## config.mk

```make
export PLATFORM = sky130hd
export DESIGN_NAME = rtns_ctrl
export DESIGN_NICKNAME = d
export VERILOG_FILES = /design/src/rtns_pkg.sv /design/src/rtns_ctrl.sv
export SDC_FILE = /design/constraint.sdc
export NUM_CORES = 1
export LEC_CHECK = 0
export BUFFER_PORTS_ARGS = -buffer_cell sky130_fd_sc_hd__buf_2
export CORE_MARGIN = 2
export CORE_UTILIZATION = 30
export DETAILED_ROUTE_END_ITERATION = 8
export GPL_TIMING_DRIVEN = 1
export PLACE_DENSITY_LB_ADDON = 0.2
export SYNTH_ARGS = -nofsm -noshare
export SYNTH_HDL_FRONTEND = slang
export SYNTH_SLANG_ARGS = --single-unit
```

## constraint.sdc

```tcl
create_clock -name clk -period 3.3 [get_ports clk]
set_input_delay 0.33 -clock clk [delete_from_list [all_inputs] [get_ports clk]]
set_output_delay 0.33 -clock clk [all_outputs]
set_load 0.03 [all_outputs]
```

## src/rtns_pkg.sv

```systemverilog
// Shared types, widths and helpers for the radix tree node split block.
`timescale 1ns / 1ps
`default_nettype none

package rtns_pkg;

    localparam int CODE_W = 63;   // Morton code width
    localparam int SLOT_W = 10;   // slot and result index width
    localparam int CNT_W  = 11;   // leaf count register width
    // Signed index math: node + probe distance stays below 2^13 for n < 2^11.
    localparam int IDX_W  = 14;

    localparam logic [CNT_W-1:0] LEAF_COUNT_RST = CNT_W'(2);
    localparam logic [0:0]       KIND_LOAD      = 1'b0;
    localparam logic [0:0]       KIND_QUERY     = 1'b1;

    // Datapath micro-operations, one per controller step.
    typedef enum logic [3:0] {
        OP_NONE     = 4'd0,
        OP_ACCEPT   = 4'd1,
        OP_BASE     = 4'd2,
        OP_LEFT     = 4'd3,
        OP_RIGHT    = 4'd4,
        OP_GROW     = 4'd5,
        OP_GROW_CHK = 4'd6,
        OP_SRCH     = 4'd7,
        OP_SRCH_CHK = 4'd8,
        OP_ENDS     = 4'd9,
        OP_CF       = 4'd10,
        OP_CL       = 4'd11,
        OP_STEP     = 4'd12,
        OP_STEP_CHK = 4'd13,
        OP_OUT      = 4'd14
    } dp_op_t;

    // Datapath status back to the controller.
    typedef struct packed {
        logic query_go;   // beat is a query with a valid node index
        logic root;       // node 0
        logic probe_in;   // probe address is inside the searched range
        logic hit;        // probe shares a longer prefix than the key
        logic t_zero;     // range search step exhausted
        logic ends_eq;    // first and last codes are equal
        logic more;       // split search has another step
        logic out_free;   // output register can take a result
    } dp_stat_t;

    // True when clz(a) > clz(b), i.e. the top set bit of a is below that of b.
    function automatic logic prefix_longer(input logic [CODE_W-1:0] a,
                                           input logic [CODE_W-1:0] b);
        return (a < b) && (a < (a ^ b));
    endfunction

endpackage

`default_nettype wire

```

## src/rtns_ctrl.sv

```systemverilog
// Controller: sequences range search, split search and result hand-off.
`timescale 1ns / 1ps
`default_nettype none

module rtns_ctrl
    import rtns_pkg::*;
(
    input  wire logic     clk,
    input  wire logic     rst_n,
    input  wire logic     in_valid,
    output logic          in_stall,
    input  wire dp_stat_t st,
    output dp_op_t        op
);

    typedef enum logic [13:0] {
        S_IDLE     = 14'b00000000000001,
        S_BASE     = 14'b00000000000010,
        S_LEFT     = 14'b00000000000100,
        S_RIGHT    = 14'b00000000001000,
        S_GROW     = 14'b00000000010000,
        S_GROW_CHK = 14'b00000000100000,
        S_SRCH     = 14'b00000001000000,
        S_SRCH_CHK = 14'b00000010000000,
        S_ENDS     = 14'b00000100000000,
        S_CF       = 14'b00001000000000,
        S_CL       = 14'b00010000000000,
        S_STEP     = 14'b00100000000000,
        S_STEP_CHK = 14'b01000000000000,
        S_DONE     = 14'b10000000000000
    } state_t;

    state_t state_reg, state_next;

    assign in_stall = (state_reg != S_IDLE);

    always_comb begin
        state_next = state_reg;
        op         = OP_NONE;
        unique case (state_reg)
            S_IDLE:
            begin
                if (in_valid)
                begin
                    op = OP_ACCEPT;
                    if (st.query_go)
                    begin
                        state_next = st.root ? S_ENDS : S_BASE;
                    end
                end
            end
            S_BASE:
            begin
                op         = OP_BASE;
                state_next = S_LEFT;
            end
            S_LEFT:
            begin
                op         = OP_LEFT;
                state_next = S_RIGHT;
            end
            S_RIGHT:
            begin
                op         = OP_RIGHT;
                state_next = S_GROW;
            end
            S_GROW:
            begin
                op         = OP_GROW;
                state_next = st.probe_in ? S_GROW_CHK : S_SRCH;
            end
            S_GROW_CHK:
            begin
                op         = OP_GROW_CHK;
                state_next = st.hit ? S_GROW : S_SRCH;
            end
            S_SRCH:
            begin
                op = OP_SRCH;
                if (st.t_zero)
                begin
                    state_next = S_ENDS;
                end
                else if (st.probe_in)
                begin
                    state_next = S_SRCH_CHK;
                end
            end
            S_SRCH_CHK:
            begin
                op         = OP_SRCH_CHK;
                state_next = S_SRCH;
            end
            S_ENDS:
            begin
                op         = OP_ENDS;
                state_next = S_CF;
            end
            S_CF:
            begin
                op         = OP_CF;
                state_next = S_CL;
            end
            S_CL:
            begin
                op         = OP_CL;
                state_next = st.ends_eq ? S_DONE : S_STEP;
            end
            S_STEP:
            begin
                op = OP_STEP;
                if (st.probe_in)
                begin
                    state_next = S_STEP_CHK;
                end
                else if (!st.more)
                begin
                    state_next = S_DONE;
                end
            end
            S_STEP_CHK:
            begin
                op         = OP_STEP_CHK;
                state_next = st.more ? S_STEP : S_DONE;
            end
            S_DONE:
            begin
                if (st.out_free)
                begin
                    op         = OP_OUT;
                    state_next = S_IDLE;
                end
            end
            default: state_next = S_IDLE;
        endcase
    end

    always_ff @(posedge clk or negedge rst_n) begin
        if (!rst_n)
        begin
            state_reg <= S_IDLE;
        end
        else
        begin
            state_reg <= state_next;
        end
    end

    // A compare step only follows a read that was inside the searched range.
    a_probe_checked: assert property (@(posedge clk) disable iff (!rst_n)
        (state_reg == S_GROW_CHK || state_reg == S_SRCH_CHK || state_reg == S_STEP_CHK)
        |-> $past(st.probe_in))
        else $error("compare step after out-of-range probe");

endmodule

`default_nettype wire

```

==> results.sh, run 1 <==
export IMPL_cp_data_arrival_time_ns=2.43
export IMPL_worstPathMaxFanout=10
export IMPL_via_count=1014
export IMPL_critPathRequiredTime_ns=2.97
export IMPL_avgSynthCellArea_um2=9.14
export IMPL_path_buf_inv=1
export IMPL_fp_dieW_um=63.2
export IMPL_area_delta_synth_final_pct=14.9
export IMPL_timing_final_crit_share=0.838
export IMPL_first_global_vias=991
export IMPL_endpoint="op[1]"
export IMPL_fin_setup_tns_ns=0
export IMPL_rows=21
export IMPL_rsz0062_at_grt="false"
export IMPL_yosysWarningCount=0
export IMPL_path_class="register to primary output"
export IMPL_status="finished, final reports clean"
export IMPL_grt_util_met2=0.238
export IMPL_grt_busiest_layer="met1"
export IMPL_synth_seq_cells=14
export IMPL_tightest_slew_ns=0.722
export IMPL_fmax_mhz=362
export IMPL_gp_congestion=0.909
export IMPL_drv_slew=0
export IMPL_stdcell_count=175
export IMPL_setup_slack_ns=0.535
export IMPL_r2r_end="state_reg[0]$_DFFE_PN1P_"
export IMPL_drt_total_wl_um=2840
export IMPL_drt_first_pass_iters=4
export IMPL_grt_max_degree=15
export IMPL_skew_ns=0.00156
export IMPL_drc=0
export IMPL_rrSetupSlack_ns=1.18
export IMPL_maxCapViolCount=0
export IMPL_finalCriticalPeriod_ns=2.76
export IMPL_num_antenna_cells=0
export IMPL_slew_headroom=0.517
export IMPL_drive_gt1_frac=0.256
export IMPL_top_level_ports=16
export IMPL_fp_dieH_um=63.2
export IMPL_ir_drop_uv=529
export IMPL_p_per_area_nw_per_um2=766
export IMPL_clkLatencyLatePin_ns=0.29
export IMPL_slowest_stage="nor4_4"
export IMPL_largest_reg_flops=14
export IMPL_hpwl_um=2190
export IMPL_synth_seq_area_share=0.335
export IMPL_synth_edf_count=0
export IMPL_core_area_um2=3360
export IMPL_grt_usage=0.161
export IMPL_cts_root_buf="clkbuf_4"
export IMPL_final_nets=141
export IMPL_endpoint_kind="primary output"
export IMPL_startpoint_type="register"
export IMPL_use_met1=0.240
export IMPL_critPathTopFamily="simple AND/OR/NAND/NOR gates"
export IMPL_grt_util_met3=0.0357
export IMPL_antenna_found_initial=0
export IMPL_cp_cell_sequence="nor4_4, nand3_1, nor4_2, a211oi_1, nand4b_1, buf_2"
export IMPL_cts_buffers=3
export IMPL_startpoint="state_reg[5]$_DFFE_PN0P_"
export IMPL_postCtsSetupBuffers=0
export IMPL_finalSetupViolations=0
export IMPL_htree_levels=1
export IMPL_synth_ff_type="dfrtp_1"
export IMPL_grt_ovfl_total=0
export IMPL_port_buffers=15
export IMPL_vias_per_cell=5.79
export IMPL_clk_pin_slew_worst_paths_ns=0.09
export IMPL_cts_repair_resized=0
export IMPL_clock_sinks=14
export IMPL_cts_tree="built"
export IMPL_clockBufferDepth=2
export IMPL_rr_worst_depth=4
export IMPL_grt_first_pass_wirelength_um=5100
export IMPL_async_flop_share=1.00
export IMPL_die_area_um2=3990
export IMPL_dpl_cell_count=170
export IMPL_initial_core_util=0.312
export IMPL_first_iter_violations=73
export IMPL_hold_path_class="input port to register"
export IMPL_synth_distinct_cells=41
export IMPL_synth_area_um2=1050
export IMPL_r2r_start="state_reg[11]$_DFFE_PN0P_"
export IMPL_cp_depth=6
export IMPL_netlist_instances=115
export IMPL_slowest_delay_ns=0.58
export IMPL_finalHoldViolCount=0
export IMPL_post_drt_wl_per_cell_um=16.2
export IMPL_ant_nets=0
export IMPL_p_leak_uw=0.000536
export IMPL_dp_slack_ns=0.873
export IMPL_syn_nets=126
## metrics by stage
step	utilization	power (uW)	area, um^2	hold WS [ns]
finish	0.359	925	1210	0.204
global route	0.359	1000	1210	0.206
CTS	0.359	928	1210	0.200
detailed placement	0.345	795	1160	0.256
global placement	0.345	791	1160	0.253
floorplan	-	654	1050	0.0344
## what timing repair did
item / 4_1_cts / 5_1_grt
endpoints found under the hold margin: 13 / 0
setup endpoints to repair: 0 / 0
hold buffers: 1 / 0
## worst min-delay path by stage
| stage | startpoint | to | slack (ns) | cells after the start |
|---|---|---|---|---|
| global route | st[6] | state_reg[1]$_DFFE_PN0P_ | 0.21 | 2 |
| global placement | rst_n | state_reg[13]$_DFFE_PN0P_ | 0.25 | 1 |
| floorplan | rst_n | state_reg[10]$_DFFE_PN0P_ | 0.03 | 0 |
| CTS | st[6] | state_reg[1]$_DFFE_PN0P_ | 0.20 | 2 |
| detailed placement | rst_n | state_reg[13]$_DFFE_PN0P_ | 0.26 | 1 |
| finish | st[6] | state_reg[1]$_DFFE_PN0P_ | 0.20 | 2 |
## cell usage after synthesis (2+ instances only)
library cell | n | area [um^2]
nor3b_2 | 2 | 25.0
or4b_1 | 3 | 30.0
dfrtp_1 | 13 | 325
buf_2 | 3 | 15.0
o21ai_1 | 2 | 10.0
nor2_1 | 11 | 41.3
nor4_1 | 3 | 18.8
nand2b_1 | 2 | 12.5
or4_4 | 2 | 22.5
o21ai_0 | 6 | 30.0
nor4_2 | 2 | 25.0
inv_1 | 4 | 15.0
nand2_1 | 4 | 15.0
nor2b_1 | 2 | 12.5
and3_1 | 4 | 25.0
nor4b_1 | 7 | 61.3
nand4_1 | 6 | 37.5
nor3_1 | 4 | 20.0
nor4b_2 | 2 | 30.0
and4_1 | 2 | 17.5
nor4_4 | 2 | 42.5
clkbuf_1 | 4 | 15.0
xor2_1 | 2 | 17.5
nand3_1 | 5 | 25.0
o2bb2ai_1 | 2 | 17.5
## cell type report
type,instances,area [um^2]
fillers,379,2160
inverters,4,15.0
repair buffers,17,92.6
flip-flops and latches,14,352
multi-input cells,90,654
well taps,46,57.6
clock buffers,4,36.3
## power breakdown
part           switching [uW]  leakage [uW]  internal, uW
sequential               46.0      0.000191           205
combinational             353      0.000325           190
clock                    63.4     0.0000210          67.2
total                     463      0.000536           462
## layout by cell type (no fill, tap or decap), drive strengths merged, types with 3 or more instances in the layout
| cell type | n |
|---|---|
| buf | 16 |
| and3 | 4 |
| nor4b | 9 |
| nor4 | 7 |
| nand4 | 6 |
| nor3 | 4 |
| o21ai | 8 |
| dfrtp | 13 |
| or4b | 3 |
| nor2 | 12 |
| clkbuf | 4 |
| nand3 | 5 |
| inv | 4 |
| nand2 | 4 |
## routing by layer
layer,routed length [um],vias to the layer above
met1,1340,491
met3,194,4
met5,0,-
li1,-,477
met2,1270,42
met4,25,0
## logic make-up after synthesis
| logic type | synth area share |
|---|---|
| simple gates | 0.467 |
| mux | 0.00952 |
| xor+xnor | 0.0250 |
| compound gates | 0.121 |
| buf+inv | 0.0428 |
| flops | 0.335 |
(Power assumes the default switching activity.)
==> inputs of run 2 (changes only) <==
- clock period: 3.3 -> 2.78 ns (I/O delays scaled with it)
==> run 2 against run 1 <==
  * Sequential power up 20%
  * Count of clock-buffer cells in the layout unchanged
  * Critical path depth unchanged
  * Final area up 3.2%
  * Combinational power up 19%
  * Power up 19%
  * Wire length up 0.28%
  * Register-to-register slack worse by 0.45 ns
  * Clock skew up 0.0036 ns
  * Sequential share of layout area down 0.91 points
  * Largest cell class unchanged
  * Largest power group unchanged
==> results.sh, run 2 (synthesized netlist as in run 1, its figures left out) <==
export IMPL_port_buffers=15
export IMPL_htree_levels=1
export IMPL_p_leak_uw=0.000559
export IMPL_r2r_end="state_reg[0]$_DFFE_PN1P_"
export IMPL_ant_nets=0
export IMPL_finalCriticalPeriod_ns=2.55
export IMPL_largest_reg_flops=14
export IMPL_core_area_um2=3360
export IMPL_worstPathMaxFanout=7
export IMPL_cp_cell_sequence="nor4_4, nand3_1, nor4_2, a211oi_1, nand4b_1, buf_2"
export IMPL_vias_per_cell=5.55
export IMPL_grt_max_degree=15
export IMPL_via_count=993
export IMPL_fp_dieH_um=63.2
export IMPL_rows=21
export IMPL_endpoint_kind="primary output"
export IMPL_cts_buffers=3
export IMPL_finalHoldViolCount=0
export IMPL_final_cell_mix="buf_2 (15), dfrtp_1 (13), nor2_1 (11)"
export IMPL_slew_headroom=0.671
export IMPL_holdPathStages=2
export IMPL_first_iter_violations=40
export IMPL_drt_first_pass_iters=4
export IMPL_rrSetupSlack_ns=0.73
export IMPL_hold_path_class="input port to register"
export IMPL_tightest_slew_ns=0.487
export IMPL_critPathRequiredTime_ns=2.50
export IMPL_ir_drop_uv=594
export IMPL_timing_final_crit_share=0.916
export IMPL_drc=0
export IMPL_slowest_stage="dfrtp_1"
export IMPL_antenna_found_initial=0
export IMPL_finalSetupViolations=0
export IMPL_fin_setup_tns_ns=0
export IMPL_area_delta_synth_final_pct=18.6
export IMPL_p_per_area_nw_per_um2=882
export IMPL_rr_worst_depth=5
export IMPL_skew_ns=0.00515
export IMPL_drive_gt1_frac=0.278
export IMPL_post_drt_wl_per_cell_um=15.9
export IMPL_power_uw=1100
export IMPL_drv_slew=0
export IMPL_clkLatencyLatePin_ns=0.28
export IMPL_status="finished, final reports clean"
export IMPL_r2r_start="state_reg[11]$_DFFE_PN0P_"
export IMPL_path_class="register to primary output"
export IMPL_cts_tree="built"
export IMPL_rsz0062_at_grt="false"
export IMPL_nFillCells=377
export IMPL_clockBufferDepth=2
export IMPL_gp_congestion=0.858
export IMPL_num_antenna_cells=0
export IMPL_die_area_um2=3990
export IMPL_first_global_vias=941
export IMPL_maxCapViolCount=0
export IMPL_cts_root_buf="clkbuf_4"
export IMPL_worstHoldStart="st[6]"
export IMPL_final_nets=145
export IMPL_clock_sinks=14
export IMPL_grt_usage=0.150
export IMPL_grt_first_pass_wirelength_um=4680
export IMPL_clk_pin_slew_worst_paths_ns=0.08
export IMPL_slowest_delay_ns=0.48
export IMPL_initial_core_util=0.312
export IMPL_cp_data_arrival_time_ns=2.27
export IMPL_hpwl_um=2140
export IMPL_top_level_ports=16
export IMPL_drt_total_wl_um=2850
export IMPL_grt_ovfl_total=0
export IMPL_final_common_cell="buf_2"
export IMPL_fmax_mhz=393
export IMPL_whs_endpoint="state_reg[1]$_DFFE_PN0P_"
export IMPL_fp_dieW_um=63.2
export IMPL_startpoint_type="register"
==> run 2: cell types whose count changed in the layout (fill, tap and decap cells not counted) <==
cell / previous run / this run
buf_4: 1 / 5
nor4_2: 2 / 1
nor4_4: 2 / 3
==> run 2: area by class of cell <==
type,count,area (um^2),area share
Multi-Input combinational cell,90,663,0.532
Sequential cell,14,352,0.282
Timing Repair Buffer,21,123,0.0984
Tap cell,46,57.6,0.0462
Clock buffer,4,36.3,0.0291
Inverter,4,15.0,0.0120
==> run 2: power breakdown <==
group	total, uW	leakage (uW)	internal (uW)	switching, uW
combinational	648	0.000347	241	407
sequential	302	0.000191	244	58.4
clock	149	0.0000210	79.7	69.4
total	1100	0.000559	565	534
==> run 2: how the worst max path moves through the flow <==
stage          depth (start not counted)                 startpoint     to  slack (ns)
2_1_floorplan                          6   state_reg[5]$_DFFE_PN0P_  op[1]        0.73
3_3_place_gp                           6   state_reg[5]$_DFFE_PN0P_  op[1]        0.37
3_5_place_dp                           6   state_reg[5]$_DFFE_PN0P_  op[1]        0.34
4_1_cts                                6   state_reg[5]$_DFFE_PN0P_  op[1]        0.04
5_1_grt                                4  state_reg[11]$_DFFE_PN0P_  op[2]        0.06
6_report                               6  state_reg[11]$_DFFE_PN0P_  op[1]        0.23
==> run 2: repair_timing <==
action                                  in CTS  in global routing
endpoints found under the setup margin       0                  2
endpoints found under the hold margin       13                  0
hold buffers                                 1                  0
resized for setup                            0                  1
buffers inserted                             0                  3
==> run 2: worst max-delay path: cells and delay by family, from the launching register on <==
kind | cells | cell delay (ns)
AOI/OAI and AO/OA | 1 | 0.14
and+or+nand+nor | 4 | 1.16
DFF | 1 | 0.48
buffers and inverters | 1 | 0.20
==> run 2: per-stage QoR <==
step / setup slack [ns] / cells / instance area, um^2 / util / hold slack (ns)
2_1_floorplan: 0.733 / 115 / 1050 / - / -0.0176
3_3_place_gp: 0.366 / 171 / 1170 / 0.347 / 0.203
3_5_place_dp: 0.342 / 171 / 1170 / 0.347 / 0.203
4_1_cts: 0.0374 / 176 / 1210 / 0.361 / 0.161
5_1_grt: 0.0610 / 179 / 1250 / 0.371 / 0.171
6_report: 0.234 / 179 / 1250 / 0.371 / 0.168
==> run 2: routing by layer <==
metal  wire length, um  part of all wire  track usage  up-vias
met2              1300              0.46        0.226       39
li1                  -                 -            -      486
met1              1340              0.47        0.217      466
met4                19            0.0067       0.0326        0
met3               192             0.067       0.0375        2
met5                 0                 0            0        -
==> inputs of run 3 (changes only) <==
--- a/config.mk
+++ b/config.mk
@@ -7,2 +7,3 @@
 export LEC_CHECK = 0
+export ABC_AREA = 1
 export BUFFER_PORTS_ARGS = -buffer_cell sky130_fd_sc_hd__buf_2
==> constraint.sdc (replaced) <==
create_clock -name clk -period 2.3 [get_ports clk]
set_input_delay 0.23 -clock clk [delete_from_list [all_inputs] [get_ports clk]]
set_output_delay 0.23 -clock clk [all_outputs]
set_load 0.01 [all_outputs]
==> run 3 against run 2 <==
  * Count of clock-buffer cells in the layout unchanged
  * First-iteration DRC count down 38%
  * Utilization down 1.5 points
  * Critical path depth up 1
  * Clock power up 21%
  * Final cell count up 15%
  * Synthesized cell count up 23%
  * Global-route usage down 1.2 points
  * Power up 11%
  * Worst setup slack worse by 0.028 ns
  * Critical endpoint is now op[2]
  * Via count down 8.0%
  * Die area down 3.8%
==> results.sh, run 3 <==
export IMPL_htree_levels=1
export IMPL_clock_sinks=14
export IMPL_grt_max_degree=15
export IMPL_netlist_top_cells_area="dfrtp_1 (32%), nand2_1 (12%), nor2_1 (8.2%), inv_1 (7.1%), nand3_1 (5.5%)"
export IMPL_synth_edf_count=0
export IMPL_synth_ff_type="dfrtp_1"
export IMPL_clk_pin_slew_worst_paths_ns=0.09
export IMPL_netlist_instances=141
export IMPL_final_common_cell="nand2_1"
export IMPL_path_class="register to primary output"
export IMPL_synth_area_um2=1010
export IMPL_drt_first_pass_iters=4
export IMPL_synth_seq_cells=14
export IMPL_ir_drop_uv=533
export IMPL_hpwl_um=1850
export IMPL_tightest_slew_ns=0.373
export IMPL_cp_data_arrival_time_ns=1.86
export IMPL_yosysMostFrequentCell="nand2_1"
export IMPL_hold_path_class="input port to register"
export IMPL_grt_ovfl_total=0
export IMPL_p_per_area_nw_per_um2=1040
export IMPL_postCtsSetupBuffers=0
export IMPL_hold_buffers=1
export IMPL_die_area_um2=3840
export IMPL_startpoint_type="register"
export IMPL_slew_headroom=0.750
export IMPL_cts_tree="built"
export IMPL_grt_usage=0.139
export IMPL_utilization=0.355
export IMPL_fmax_mhz=478
export IMPL_p_leak_uw=0.000696
export IMPL_drc=0
export IMPL_yosysTopAreaCellShare=0.323
export IMPL_first_global_vias=902
export IMPL_fp_dieH_um=62.0
export IMPL_worstPathMaxFanout=11
export IMPL_cts_root_buf="clkbuf_4"
export IMPL_synth_seq_area_share=0.349
export IMPL_first_iter_violations=25
export IMPL_grt_first_pass_wirelength_um=3860
export IMPL_initial_core_util=0.307
export IMPL_holdPathStages=2
export IMPL_rr_worst_depth=10
export IMPL_finalHoldViolCount=0
export IMPL_fin_setup_tns_ns=0
export IMPL_top_level_ports=16
export IMPL_largest_reg_flops=14
export IMPL_synth_distinct_cells=27
export IMPL_dr_max_layer_used="met4"
export IMPL_endpoint_kind="primary output"
export IMPL_drv_slew=0
export IMPL_met1_length_um=1040
export IMPL_maxCapViolCount=0
export IMPL_fp_dieW_um=62.0
export IMPL_timing_final_crit_share=0.910
export IMPL_drt_total_wl_um=2180
export IMPL_async_flop_share=1.00
export IMPL_skew_ns=0.00405
export IMPL_ant_nets=0
export IMPL_status="finished, final reports clean"
export IMPL_syn_nets=152
export IMPL_port_buffers=15
export IMPL_finalCriticalPeriod_ns=2.09
export IMPL_post_drt_wl_per_cell_um=10.6
export IMPL_area_delta_synth_final_pct=15.8
export IMPL_rsz0062_at_grt="false"
export IMPL_stdcell_area_um2=1170
export IMPL_finalSetupViolations=0
export IMPL_whs_ns=0.118
export IMPL_gp_congestion=0.886
export IMPL_synth_common_cells="nand2_1 (32), nor2_1 (22), inv_1 (19)"
export IMPL_critPathRequiredTime_ns=2.07
export IMPL_rows=21
export IMPL_num_antenna_cells=0
export IMPL_cts_buffers=3
export IMPL_clockBufferDepth=2
export IMPL_via_count=914
export IMPL_yosys_area_top_type="dfrtp_1"
export IMPL_wl_met2_um=1020
export IMPL_core_area_um2=3280
export IMPL_avgSynthCellArea_um2=7.15
export IMPL_antenna_found_initial=0
export IMPL_vias_per_cell=4.44
export IMPL_dr_wl_met3_um=57
export IMPL_power_uw=1220
export IMPL_drive_gt1_frac=0.294
export IMPL_dpl_cell_area_um2=1120
export IMPL_yosysWarningCount=0
export IMPL_final_nets=172
export IMPL_clkLatencyLatePin_ns=0.28
export IMPL_cts_repair_resized=0
export IMPL_final_cell_mix="nand2_1 (32), nor2_1 (22), inv_1 (19)"
-- run 3: changes by cell type after synthesis, sizes merged, moves of 7 or more --
cell and delta:
nor2 +19, inv +18, nand2 +36, nor4b -9, nand3 +7
-- run 3: worst max-delay path, cell delays in order (launching register included) --
cell,delay [ns]
dfrtp_1,0.41
nor2_2,0.18
nand2_2,0.11
nor2_4,0.34
nand3_1,0.18
nor3b_1,0.17
nand3_1,0.06
buf_2,0.13
-- run 3: power by group --
part | internal [uW] | switching [uW] | leakage, uW
clock network | 96.3 | 83.4 | 0.0000210
registers | 297 | 37.7 | 0.000191
logic | 224 | 480 | 0.000484
total | 617 | 601 | 0.000696
-- run 3: layer usage --
layer / track usage / up-vias
li1: - / 487
met1: 0.181 / 399
met2: 0.216 / 20
met3: 0.0145 / 8
met4: 0.0912 / 0
met5: 0 / -
-- run 3: kinds of logic (layout without fill, tap and decap cells) --
logic type,after synthesis,in the layout,share of synthesized area
buffers and inverters,23,42,0.102
flip-flops,14,14,0.349
AO/OA/AOI/OAI,6,6,0.0434
AND/OR/NAND/NOR,98,98,0.506
-- run 3: path summary, 6_finish.rpt --
path / startpoint / endpoint / slack [ns]
min in group asynchronous: rst_n / state_reg[10]$_DFFE_PN0P_ / 0.36
hold reg to reg: state_reg[3]$_DFFE_PN0P_ / state_reg[3]$_DFFE_PN0P_ / 0.64
max in group asynchronous: rst_n / state_reg[0]$_DFFE_PN1P_ / 1.65
setup reg to reg: state_reg[7]$_DFFE_PN0P_ / state_reg[0]$_DFFE_PN1P_ / 0.65
hold / removal: st[6] / state_reg[1]$_DFFE_PN0P_ / 0.12
setup / recovery: state_reg[7]$_DFFE_PN0P_ / op[2] / 0.21
-- run 3: final cells by class --
| type | count | area (um^2) |
|---|---|---|
| clock buffers | 4 | 36.3 |
| multi-input cells | 104 | 554 |
| well taps | 46 | 57.6 |
| fillers | 356 | 2120 |
| flip-flops and latches | 14 | 352 |
| inverters | 22 | 82.6 |
| repair buffers | 16 | 85.1 |
-- run 3: per-stage QoR --
| stage | cells | worst slack, ns |
|---|---|---|
| 2_1_floorplan | 141 | 0.810 |
| 3_5_place_dp | 201 | 0.511 |
| 5_1_grt | 206 | 0.0600 |
| 4_1_cts | 206 | 0.185 |
| 6_report | 206 | 0.207 |
| 3_3_place_gp | 201 | 0.562 |
